File: src/rtl/core/sac_pkg.sv
// Shared types and constants of the stick axis calibration block.
// Widths, register indexes, reset values and the item structs passed between stages.
// No dependencies.
package sac_pkg;

   localparam int SAMPLE_BITS    = 12;
   localparam int CHANNEL_BITS   = 12;
   localparam int NUM_BITS       = SAMPLE_BITS + CHANNEL_BITS;
   localparam int REQ_TDATA_BITS = ((SAMPLE_BITS + 7) / 8) * 8;
   localparam int RSP_TDATA_BITS = ((CHANNEL_BITS + 7) / 8) * 8;
   localparam int CSR_DATA_BITS  = (SAMPLE_BITS > CHANNEL_BITS) ? SAMPLE_BITS : CHANNEL_BITS;
   localparam int CSR_INDEX_BITS = 3;

   typedef logic [SAMPLE_BITS-1:0]  sample_type;
   typedef logic [CHANNEL_BITS-1:0] channel_type;

   typedef enum logic [CSR_INDEX_BITS-1:0] {
      CSR_CAL_LOW    = 3'd0,
      CSR_CAL_CENTER = 3'd1,
      CSR_CAL_HIGH   = 3'd2,
      CSR_DEAD_BAND  = 3'd3,
      CSR_REVERSE    = 3'd4,
      CSR_OUT_LOW    = 3'd5,
      CSR_OUT_MID    = 3'd6,
      CSR_OUT_HIGH   = 3'd7
   } csr_index_type;

   typedef struct packed {
      sample_type  cal_low;
      sample_type  cal_center;
      sample_type  cal_high;
      sample_type  dead_band;
      logic        reverse;
      channel_type out_low;
      channel_type out_mid;
      channel_type out_high;
   } cfg_type;

   localparam cfg_type CFG_RST = '{
      cal_low:    SAMPLE_BITS'(253),
      cal_center: SAMPLE_BITS'(1949),
      cal_high:   SAMPLE_BITS'(3418),
      dead_band:  SAMPLE_BITS'(60),
      reverse:    1'b0,
      out_low:    CHANNEL_BITS'(1000),
      out_mid:    CHANNEL_BITS'(1500),
      out_high:   CHANNEL_BITS'(2000)
   };

   typedef enum logic [1:0] {
      SEG_SINGLE,
      SEG_LOWER,
      SEG_UPPER
   } seg_type;

   // Divider stage contents: nq holds the unused numerator bits on top and the
   // quotient bits shifted in from the bottom.
   typedef struct packed {
      logic                neg;
      logic                zero;
      channel_type         out_start;
      logic [NUM_BITS-1:0] nq;
      sample_type          rem;
      sample_type          den;
   } div_item_type;

   typedef struct packed {
      logic                neg;
      logic                zero;
      channel_type         out_start;
      logic [NUM_BITS-1:0] quo;
   } quo_item_type;

endpackage

File: src/rtl/core/sac_csr.sv
// Configuration registers of the stick axis calibration block.
// Depends on sac_pkg.
module sac_csr (
   input  logic                                 clock,
   input  logic                                 reset,
   input  logic                                 csr_valid,
   output logic                                 csr_ready,
   input  logic [sac_pkg::CSR_INDEX_BITS-1:0]   csr_index,
   input  logic [sac_pkg::CSR_DATA_BITS-1:0]    csr_data,
   output sac_pkg::cfg_type                     cfg
);
   import sac_pkg::*;

   cfg_type cfg_ff;
   cfg_type cfg_in;

   assign csr_ready = 1'b1;
   assign cfg       = cfg_ff;

   always_comb begin
      cfg_in = cfg_ff;
      if (csr_valid && csr_ready) begin
         unique case (csr_index_type'(csr_index))
            CSR_CAL_LOW:    cfg_in.cal_low    = csr_data[SAMPLE_BITS-1:0];
            CSR_CAL_CENTER: cfg_in.cal_center = csr_data[SAMPLE_BITS-1:0];
            CSR_CAL_HIGH:   cfg_in.cal_high   = csr_data[SAMPLE_BITS-1:0];
            CSR_DEAD_BAND:  cfg_in.dead_band  = csr_data[SAMPLE_BITS-1:0];
            CSR_REVERSE:    cfg_in.reverse    = csr_data[0];
            CSR_OUT_LOW:    cfg_in.out_low    = csr_data[CHANNEL_BITS-1:0];
            CSR_OUT_MID:    cfg_in.out_mid    = csr_data[CHANNEL_BITS-1:0];
            CSR_OUT_HIGH:   cfg_in.out_high   = csr_data[CHANNEL_BITS-1:0];
            default:        cfg_in = cfg_ff;
         endcase
      end
   end

   always_ff @(posedge clock) begin
      if (reset) begin
         cfg_ff <= CFG_RST;
      end else begin
         cfg_ff <= cfg_in;
      end
   end

endmodule

File: src/rtl/core/sac_front.sv
// Front stages: input clamp, deadband snap, segment set-up, multiply and
// sign/magnitude split ahead of the divider. Depends on sac_pkg.
module sac_front (
   input  logic                  clock,
   input  logic                  reset,
   input  logic                  adv,
   input  logic                  in_valid,
   input  sac_pkg::sample_type   in_sample,
   input  sac_pkg::cfg_type      cfg,
   output logic                  out_valid,
   output sac_pkg::div_item_type out_item
);
   import sac_pkg::*;

   localparam int PROD_BITS = SAMPLE_BITS + CHANNEL_BITS + 2;

   logic v1_ff, v2_ff, v3_ff, v4_ff, v5_ff;

   // stage 1: clamp
   sample_type x1_ff, x1_in;
   // stage 2: snap and segment choice
   sample_type x2_ff, x2_in;
   seg_type    seg2_ff, seg2_in;
   // stage 3: offsets and spans
   logic signed [SAMPLE_BITS:0]  dx3_ff, dx3_in;
   logic signed [SAMPLE_BITS:0]  run3_ff, run3_in;
   logic signed [CHANNEL_BITS:0] dout3_ff, dout3_in;
   channel_type                  os3_ff, os3_in;
   // stage 4: product
   logic signed [PROD_BITS-1:0]  prod4_ff, prod4_in;
   logic signed [SAMPLE_BITS:0]  run4_ff;
   channel_type                  os4_ff;
   // stage 5: sign and magnitude
   div_item_type                 item5_ff, item5_in;

   logic [SAMPLE_BITS:0] centre_gap;
   sample_type           in_s, in_e;
   channel_type          out_s, out_e;
   logic [PROD_BITS-1:0] mag;
   logic [SAMPLE_BITS:0] den_full;

   always_comb begin
      if (in_sample < cfg.cal_low) begin
         x1_in = cfg.cal_low;
      end else if (in_sample > cfg.cal_high) begin
         x1_in = cfg.cal_high;
      end else begin
         x1_in = in_sample;
      end
   end

   always_comb begin
      centre_gap = (x1_ff >= cfg.cal_center) ? ({1'b0, x1_ff} - {1'b0, cfg.cal_center})
                                             : ({1'b0, cfg.cal_center} - {1'b0, x1_ff});
      x2_in = x1_ff;
      if (cfg.cal_center == '0) begin
         seg2_in = SEG_SINGLE;
      end else begin
         // snap only strictly inside the deadband
         if (centre_gap < {1'b0, cfg.dead_band}) begin
            x2_in = cfg.cal_center;
         end
         seg2_in = (x2_in <= cfg.cal_center) ? SEG_LOWER : SEG_UPPER;
      end
   end

   always_comb begin
      case (seg2_ff)
         SEG_LOWER: begin
            in_s  = cfg.cal_low;
            in_e  = cfg.cal_center;
            out_s = cfg.out_low;
            out_e = cfg.out_mid;
         end
         SEG_UPPER: begin
            in_s  = cfg.cal_center;
            in_e  = cfg.cal_high;
            out_s = cfg.out_mid;
            out_e = cfg.out_high;
         end
         default: begin
            in_s  = cfg.cal_low;
            in_e  = cfg.cal_high;
            out_s = cfg.out_low;
            out_e = cfg.out_high;
         end
      endcase
      dx3_in   = $signed({1'b0, x2_ff}) - $signed({1'b0, in_s});
      run3_in  = $signed({1'b0, in_e}) - $signed({1'b0, in_s});
      dout3_in = $signed({1'b0, out_e}) - $signed({1'b0, out_s});
      os3_in   = out_s;
   end

   assign prod4_in = PROD_BITS'(dx3_ff) * PROD_BITS'(dout3_ff);

   always_comb begin
      mag      = prod4_ff[PROD_BITS-1] ? PROD_BITS'(-prod4_ff) : PROD_BITS'(prod4_ff);
      den_full = run4_ff[SAMPLE_BITS] ? (SAMPLE_BITS + 1)'(-run4_ff)
                                      : (SAMPLE_BITS + 1)'(run4_ff);
      item5_in.neg       = prod4_ff[PROD_BITS-1] ^ run4_ff[SAMPLE_BITS];
      item5_in.zero      = (run4_ff == '0);
      item5_in.out_start = os4_ff;
      item5_in.nq        = mag[NUM_BITS-1:0];
      item5_in.rem       = '0;
      item5_in.den       = den_full[SAMPLE_BITS-1:0];
   end

   always_ff @(posedge clock) begin
      if (reset) begin
         v1_ff <= 1'b0;
         v2_ff <= 1'b0;
         v3_ff <= 1'b0;
         v4_ff <= 1'b0;
         v5_ff <= 1'b0;
      end else if (adv) begin
         v1_ff <= in_valid;
         v2_ff <= v1_ff;
         v3_ff <= v2_ff;
         v4_ff <= v3_ff;
         v5_ff <= v4_ff;
      end
   end

   always_ff @(posedge clock) begin
      if (adv) begin
         x1_ff    <= x1_in;
         x2_ff    <= x2_in;
         seg2_ff  <= seg2_in;
         dx3_ff   <= dx3_in;
         run3_ff  <= run3_in;
         dout3_ff <= dout3_in;
         os3_ff   <= os3_in;
         prod4_ff <= prod4_in;
         run4_ff  <= run3_ff;
         os4_ff   <= os3_ff;
         item5_ff <= item5_in;
      end
   end

   assign out_valid = v5_ff;
   assign out_item  = item5_ff;

endmodule

File: src/rtl/core/sac_div.sv
// Pipelined restoring divider: one quotient bit per stage, NUM_BITS stages.
// Depends on sac_pkg.
module sac_div (
   input  logic                  clock,
   input  logic                  reset,
   input  logic                  adv,
   input  logic                  in_valid,
   input  sac_pkg::div_item_type in_item,
   output logic                  out_valid,
   output sac_pkg::quo_item_type out_item
);
   import sac_pkg::*;

   logic         v_ff [NUM_BITS];
   logic         v_in [NUM_BITS];
   div_item_type st_ff [NUM_BITS];
   div_item_type st_in [NUM_BITS];

   always_comb begin
      div_item_type         src;
      logic [SAMPLE_BITS:0] trial;
      for (int k = 0; k < NUM_BITS; k++) begin
         if (k == 0) begin
            src     = in_item;
            v_in[k] = in_valid;
         end else begin
            src     = st_ff[k-1];
            v_in[k] = v_ff[k-1];
         end
         // bring down the next numerator bit, subtract where it fits
         trial    = {src.rem, src.nq[NUM_BITS-1]};
         st_in[k] = src;
         st_in[k].nq = {src.nq[NUM_BITS-2:0], 1'b0};
         if (trial >= {1'b0, src.den}) begin
            st_in[k].rem   = SAMPLE_BITS'(trial - {1'b0, src.den});
            st_in[k].nq[0] = 1'b1;
         end else begin
            st_in[k].rem   = trial[SAMPLE_BITS-1:0];
         end
      end
   end

   always_ff @(posedge clock) begin
      if (reset) begin
         for (int k = 0; k < NUM_BITS; k++) begin
            v_ff[k] <= 1'b0;
         end
      end else if (adv) begin
         for (int k = 0; k < NUM_BITS; k++) begin
            v_ff[k] <= v_in[k];
         end
      end
   end

   always_ff @(posedge clock) begin
      if (adv) begin
         for (int k = 0; k < NUM_BITS; k++) begin
            st_ff[k] <= st_in[k];
         end
      end
   end

   assign out_valid          = v_ff[NUM_BITS-1];
   assign out_item.neg       = st_ff[NUM_BITS-1].neg;
   assign out_item.zero      = st_ff[NUM_BITS-1].zero;
   assign out_item.out_start = st_ff[NUM_BITS-1].out_start;
   assign out_item.quo       = st_ff[NUM_BITS-1].nq;

endmodule

File: src/rtl/core/sac_back.sv
// Back stages: signed offset add, output clamp, mirror and the output
// register with skid entry. Produces the pipeline advance. Depends on sac_pkg.
module sac_back (
   input  logic                  clock,
   input  logic                  reset,
   input  logic                  in_valid,
   input  sac_pkg::quo_item_type in_item,
   input  sac_pkg::cfg_type      cfg,
   output logic                  adv,
   output logic                  rsp_valid,
   input  logic                  rsp_ready,
   output sac_pkg::channel_type  rsp_value
);
   import sac_pkg::*;

   localparam int SUM_BITS = NUM_BITS + 2;

   logic                       v1_ff, v2_ff;
   logic signed [SUM_BITS-1:0] sum1_ff, sum1_in;
   channel_type                clamp2_ff, clamp2_in;
   channel_type                rev;

   logic        out_v_ff, out_v_in, skid_v_ff, skid_v_in;
   channel_type out_ff, out_in, skid_ff, skid_in;
   logic        push, pop;

   logic signed [SUM_BITS-1:0] q_sx, os_sx, lo_sx, hi_sx;

   always_comb begin
      q_sx    = $signed({2'b00, in_item.quo});
      os_sx   = $signed({{(SUM_BITS - CHANNEL_BITS){1'b0}}, in_item.out_start});
      if (in_item.zero) begin
         sum1_in = os_sx;
      end else if (in_item.neg) begin
         sum1_in = os_sx - q_sx;
      end else begin
         sum1_in = os_sx + q_sx;
      end
   end

   always_comb begin
      lo_sx = $signed({{(SUM_BITS - CHANNEL_BITS){1'b0}}, cfg.out_low});
      hi_sx = $signed({{(SUM_BITS - CHANNEL_BITS){1'b0}}, cfg.out_high});
      if (sum1_ff < lo_sx) begin
         clamp2_in = cfg.out_low;
      end else if (sum1_ff > hi_sx) begin
         clamp2_in = cfg.out_high;
      end else begin
         clamp2_in = sum1_ff[CHANNEL_BITS-1:0];
      end
   end

   // mirror within the output range, wrapping to the channel width
   assign rev = cfg.reverse ? CHANNEL_BITS'(cfg.out_low + cfg.out_high - clamp2_ff) : clamp2_ff;

   // hold the pipeline only while the skid entry is taken
   assign adv  = !skid_v_ff;
   assign push = adv && v2_ff;
   assign pop  = out_v_ff && rsp_ready;

   always_comb begin
      out_v_in  = out_v_ff;
      out_in    = out_ff;
      skid_v_in = skid_v_ff;
      skid_in   = skid_ff;
      if (!out_v_ff || pop) begin
         if (skid_v_ff) begin
            out_in    = skid_ff;
            out_v_in  = 1'b1;
            skid_v_in = 1'b0;
         end else begin
            out_in   = rev;
            out_v_in = push;
         end
      end else if (push) begin
         skid_in   = rev;
         skid_v_in = 1'b1;
      end
   end

   always_ff @(posedge clock) begin
      if (reset) begin
         v1_ff     <= 1'b0;
         v2_ff     <= 1'b0;
         out_v_ff  <= 1'b0;
         skid_v_ff <= 1'b0;
      end else begin
         if (adv) begin
            v1_ff <= in_valid;
            v2_ff <= v1_ff;
         end
         out_v_ff  <= out_v_in;
         skid_v_ff <= skid_v_in;
      end
   end

   always_ff @(posedge clock) begin
      if (adv) begin
         sum1_ff   <= sum1_in;
         clamp2_ff <= clamp2_in;
      end
      out_ff  <= out_in;
      skid_ff <= skid_in;
   end

   assign rsp_valid = out_v_ff;
   assign rsp_value = out_ff;

endmodule

File: src/rtl/core/stick_axis_calibrate_top.sv
// Stick axis calibration: raw ADC sample in, calibrated channel value out.
// Depends on sac_pkg, sac_csr, sac_front, sac_div and sac_back.
//
// Usage:
//   req_ channel takes one raw sample per item; rsp_ channel gives one
//   channel value per item, in order. csr_ channel writes the calibration
//   registers (index 0..7: cal_low, cal_center, cal_high, dead_band,
//   reverse, out_low, out_mid, out_high); csr_ready is always high. Write
//   registers only while no item is in flight.
//   From acceptance to rsp_tvalid an item passes five front stages, one
//   divider stage per quotient bit, two back stages and the output register.
//   Throughput is one item per cycle while the receiver is ready; the
//   divider is fully pipelined.
//   Reset clears all valid bits and loads the default calibration.
//   When the receiver stalls, a finished item waits in the output register
//   and the pipeline still moves one more item into a skid entry; then
//   req_tready drops and every stage holds until the output drains.
module stick_axis_calibrate_top (
   input  logic                                  clock,
   input  logic                                  reset,
   input  logic                                  req_tvalid,
   output logic                                  req_tready,
   input  logic [sac_pkg::REQ_TDATA_BITS-1:0]    req_tdata,  // [11:0] raw_sample
   output logic                                  rsp_tvalid,
   input  logic                                  rsp_tready,
   output logic [sac_pkg::RSP_TDATA_BITS-1:0]    rsp_tdata,  // [11:0] channel_value
   input  logic                                  csr_valid,
   output logic                                  csr_ready,
   input  logic [sac_pkg::CSR_INDEX_BITS-1:0]    csr_index,
   input  logic [sac_pkg::CSR_DATA_BITS-1:0]     csr_data
);
   import sac_pkg::*;

   cfg_type      cfg;
   logic         adv;
   logic         front_valid;
   div_item_type front_item;
   logic         div_valid;
   quo_item_type div_item;
   channel_type  rsp_value;

   assign req_tready = adv;

   sac_csr u_csr (
      .clock     (clock),
      .reset     (reset),
      .csr_valid (csr_valid),
      .csr_ready (csr_ready),
      .csr_index (csr_index),
      .csr_data  (csr_data),
      .cfg       (cfg)
   );

   sac_front u_front (
      .clock     (clock),
      .reset     (reset),
      .adv       (adv),
      .in_valid  (req_tvalid && req_tready),
      .in_sample (req_tdata[SAMPLE_BITS-1:0]),
      .cfg       (cfg),
      .out_valid (front_valid),
      .out_item  (front_item)
   );

   sac_div u_div (
      .clock     (clock),
      .reset     (reset),
      .adv       (adv),
      .in_valid  (front_valid),
      .in_item   (front_item),
      .out_valid (div_valid),
      .out_item  (div_item)
   );

   sac_back u_back (
      .clock     (clock),
      .reset     (reset),
      .in_valid  (div_valid),
      .in_item   (div_item),
      .cfg       (cfg),
      .adv       (adv),
      .rsp_valid (rsp_tvalid),
      .rsp_ready (rsp_tready),
      .rsp_value (rsp_value)
   );

   assign rsp_tdata = RSP_TDATA_BITS'(rsp_value);

endmodule

File: config.mk
export PLATFORM = sky130hd
export DESIGN_NAME = stick_axis_calibrate_top
export DESIGN_NICKNAME = d
export VERILOG_FILES = /design/src/rtl/core/sac_pkg.sv /design/src/rtl/core/sac_csr.sv /design/src/rtl/core/sac_front.sv /design/src/rtl/core/sac_div.sv /design/src/rtl/core/sac_back.sv /design/src/rtl/core/stick_axis_calibrate_top.sv
export SDC_FILE = /design/constraint.sdc
export NUM_CORES = 2
export LEC_CHECK = 0
export BUFFER_PORTS_ARGS = -buffer_cell sky130_fd_sc_hd__buf_2
export CORE_MARGIN = 2
export CORE_UTILIZATION = 55
export DETAILED_ROUTE_END_ITERATION = 10
export MAX_ROUTING_LAYER = met4
export PLACE_DENSITY = 0.71
export SETUP_SLACK_MARGIN = 0.2
export SKIP_LAST_GASP = 1
export SYNTH_ARGS = -nofsm -noshare
export SYNTH_HDL_FRONTEND = slang
export SYNTH_HIERARCHICAL = 1
export SYNTH_SLANG_ARGS = --single-unit
File: constraint.sdc
create_clock -name clock -period 85 [get_ports clock]
set_clock_uncertainty 0.15 [all_clocks]
set_input_delay 0 -clock clock [delete_from_list [all_inputs] [get_ports clock]]
set_output_delay 0 -clock clock [all_outputs]
set_load 0.05 [all_outputs]
==> results.sh <==
export IMPL_grt_overflow=0
export IMPL_grt_usage_pct=19.7
export IMPL_grt_setup_unrepaired="no"
export IMPL_synth_area_top_cells="edfxtp_1 58%, ha_1 7.2%, fa_1 4.5%"
export IMPL_placeableCoreArea_sq_mm=0.163
export IMPL_drive_gt1_share_pct=10.8
export IMPL_yosysMostFrequentCell="edfxtp_1"
export IMPL_drt_iter0_drc=3199
export IMPL_worst_r2r_path_depth=24
export IMPL_wl_per_cell_um=17.8
export IMPL_cts_tree="built"
export IMPL_post_cts_buffers=0
export IMPL_whs_ns=0.0664
export IMPL_max_cap_violations=0
export IMPL_cp_end_kind="flop"
export IMPL_grt_pass1_vias=50300
export IMPL_worstMarginPinSlew_ns=1.23
export IMPL_clk_pin_slew_ns=0.06
export IMPL_yosysTopAreaCellShare_pct=57.5
export IMPL_io_pins=55
export IMPL_die_w_um=409
export IMPL_postCtsHoldBufs=48
export IMPL_route_detailed_drc=0
export IMPL_grt_max_degree=221
export IMPL_synth_edf_count=1727
export IMPL_dieArea_sq_mm=0.167
export IMPL_slew_violations=0
export IMPL_hold_depth=4
export IMPL_start_kind="flop"
export IMPL_start_util_pct=55.4
export IMPL_slew_headroom_pct=18.0
export IMPL_final_area_sq_mm=0.0988
export IMPL_slowest_stage="a31oi_4"
export IMPL_num_rows=148
export IMPL_crit_family="compound AO/OA/AOI/OAI gates"
export IMPL_fmaxAchievable_mhz=140
export IMPL_die_h_um=409
export IMPL_yosysTopAreaCell="edfxtp_1"
export IMPL_clk_latency_ns=0.79
export IMPL_fin_nets=7428
export IMPL_nFillCells=12200
export IMPL_max_stage_delay_ns=0.84
export IMPL_hold_path_class="input pin to flop"
export IMPL_critPathBufInv=1
export IMPL_routed_via_density=5.51
export IMPL_fin_ws_ns=77.83
export IMPL_ctsResizeCount=0
export IMPL_synth_common_cells="1727 x edfxtp_1, 728 x inv_1, 522 x ha_1, 281 x nand2_1, 266 x nor2_1"
export IMPL_pre_cts_ws_ns=77.69
export IMPL_synthCells=6569
export IMPL_antenna_found_initial=5
export IMPL_clk_path_buf_depth=3
export IMPL_crit_cells=24
export IMPL_avgSynthCellArea_sq_um=13.7
export IMPL_clkSinkCount=1821
export IMPL_hpwlAfterDp_um=110000
export IMPL_routed_wirelength_um=160000
export IMPL_crit_chain="inv_1, ha_1, a21oi_2, a21oi_2, nor4_4, o21a_2, mux2i_1, o211ai_1, a221oi_2, xnor2_1, ha_1, or3_1, a221oi_1, a31oi_1, a31oi_4, o21ai_0, ha_1, a21o_1, a21o_1, a21o_1, a21o_1, a21o_1, a31oi_1, nor3_1"
export IMPL_seq_area_sq_mm=0.0537
export IMPL_gp_congestion=0.904
export IMPL_seq_area_frac_synth_pct=59.6
export IMPL_grt_pass1_wl_um=260000
export IMPL_area_growth_pct=9.59
export IMPL_ant_nets=0
export IMPL_synth_flop_cell="edfxtp_1"
export IMPL_arrival_ns=7.50
export IMPL_tns_ns=0
export IMPL_vias=49600
export IMPL_finalHoldViolCount=0
export IMPL_crit_path_max_fanout=36
export IMPL_dpl_cell_area_sq_mm=0.0921
export IMPL_required_ns=85.33
export IMPL_clock_root_buffer="clkbuf_16"
export IMPL_yosys_register_bits=1821
export IMPL_htreeDepth=4
export IMPL_ys_warn_count=6
export IMPL_netlist_area_sq_mm=0.0902
export IMPL_dr_pass1_iters=6
export IMPL_status="finished clean"
export IMPL_fin_crit_sh_pct=8.43
export IMPL_port_buffers=45
export IMPL_yosysUniqueCellTypes=95
export IMPL_min_period_ns=7.17
export IMPL_setup_viol=0
export IMPL_synthArstFlopShare_pct=0
export IMPL_cts_made_buffers=180
export IMPL_critical_path_class="flop to flop"
export IMPL_cpMostUsedCell="a21o_1"
export IMPL_multi_input_area_sq_mm=0.0325
==> sequential cells by signal, indices dropped and copies added (netlist names), 2 cells and up <==
signal            cells
u_csr/cfg            85
u_front/x1_ff        12
u_front/seg2_ff       2
u_front/dx3_ff       13
u_front/run3_ff      13
u_div/v_ff           24
u_back/skid_ff       12
u_front/x2_ff        12
u_front/out_item     50
u_div/st_ff        1464
u_back/clamp2_ff     12
u_front/os3_ff       12
u_front/os4_ff       12
u_front/dout3_ff     13
u_front/prod4_ff     25
u_back/rsp_value     12
u_back/sum1_ff       26
u_front/run4_ff      13
==> cell families (layout without fill, tap and decap cells) <==
| group | after synthesis | after routing | synth area share, % |
|---|---|---|---|
| xor+xnor | 287 | 287 | 2.79 |
| compound gates | 1004 | 1004 | 7.82 |
| flops | 1821 | 1821 | 59.6 |
| fa+ha+maj | 725 | 725 | 11.8 |
| other cells | 3 | 21 | 0.0125 |
| mux | 487 | 487 | 5.78 |
| buf+inv | 944 | 1177 | 4.43 |
| simple gates | 1298 | 1298 | 7.82 |
==> layout make-up <==
cell class	count	share of cell area, %
Timing Repair Buffer	118	0.945
Sequential cell	1821	54.4
Inverter	728	2.77
Clock inverter	121	1.49
Multi-Input combinational cell	3818	32.9
Antenna cell	4	0.0101
Tap cell	2175	2.75
Clock buffer	210	4.76
==> routing by layer <==
metal	share of wire [%]	track usage (%)	vias to the layer above
met2	50	33.2	828
met5	0	-	-
met3	3.6	2.71	290
met4	2.5	5.45	0
li1	-	-	24100
met1	44	25.1	24400
==> final timing paths <==
path	start	end	slack, ns
setup / recovery	u_csr/cfg[63]	u_front/seg2_ff[1]	77.83
hold / removal	csr_data[10]	u_csr/cfg[47]	0.07
setup reg to reg	u_csr/cfg[63]	u_front/seg2_ff[1]	77.83
hold reg to reg	u_div/st_ff[2][101]	u_div/st_ff[2][164]	0.24
==> cell usage in the layout, fill, tap and decap left out, types with 29 or more instances in the layout <==
cell type / instances
a211oi_1: 29
a21o_1: 104
a21oi_1: 244
a31oi_1: 31
and2_1: 82
and3_1: 49
buf_2: 44
clkbuf_16: 183
clkinv_2: 34
dfxtp_1: 94
dlygate4sd3_1: 48
edfxtp_1: 1727
fa_1: 203
ha_1: 522
inv_1: 727
mux2_2: 257
mux2i_1: 223
nand2_1: 281
nand2b_1: 108
nand3_1: 59
nand4_1: 32
nor2_1: 266
nor2b_1: 141
nor3_1: 105
o211ai_1: 37
o21a_1: 105
o21ai_0: 143
o22ai_1: 36
o31a_1: 49
xnor2_1: 195
xor2_1: 92
==> worst register-to-register path, stage by stage (launching register included) <==
cell and delay (ns):
dfxtp_1 0.55, inv_1 0.16, ha_1 0.43, a21oi_2 0.22
a21oi_2 0.11, nor4_4 0.32, o21a_2 0.47, mux2i_1 0.34
o211ai_1 0.15, a221oi_2 0.26, xnor2_1 0.15, ha_1 0.23
or3_1 0.35, a221oi_1 0.23, a31oi_1 0.19, a31oi_4 0.84
o21ai_0 0.22, ha_1 0.37, a21o_1 0.20, a21o_1 0.17
a21o_1 0.17, a21o_1 0.17, a21o_1 0.17, a31oi_1 0.21
nor3_1 0.08
==> stage by stage <==
step | util [%] | instances
3_3_place_gp | 56.6 | 8612
2_1_floorplan | - | 6583
4_1_cts | 60.7 | 8991
5_1_grt | 60.7 | 8995
3_5_place_dp | 56.6 | 8612
6_report | 60.7 | 8995
Power is left out: the tool's default activity adds up to more than one toggle a clock period on the data nets, which glitch-free logic cannot reach.
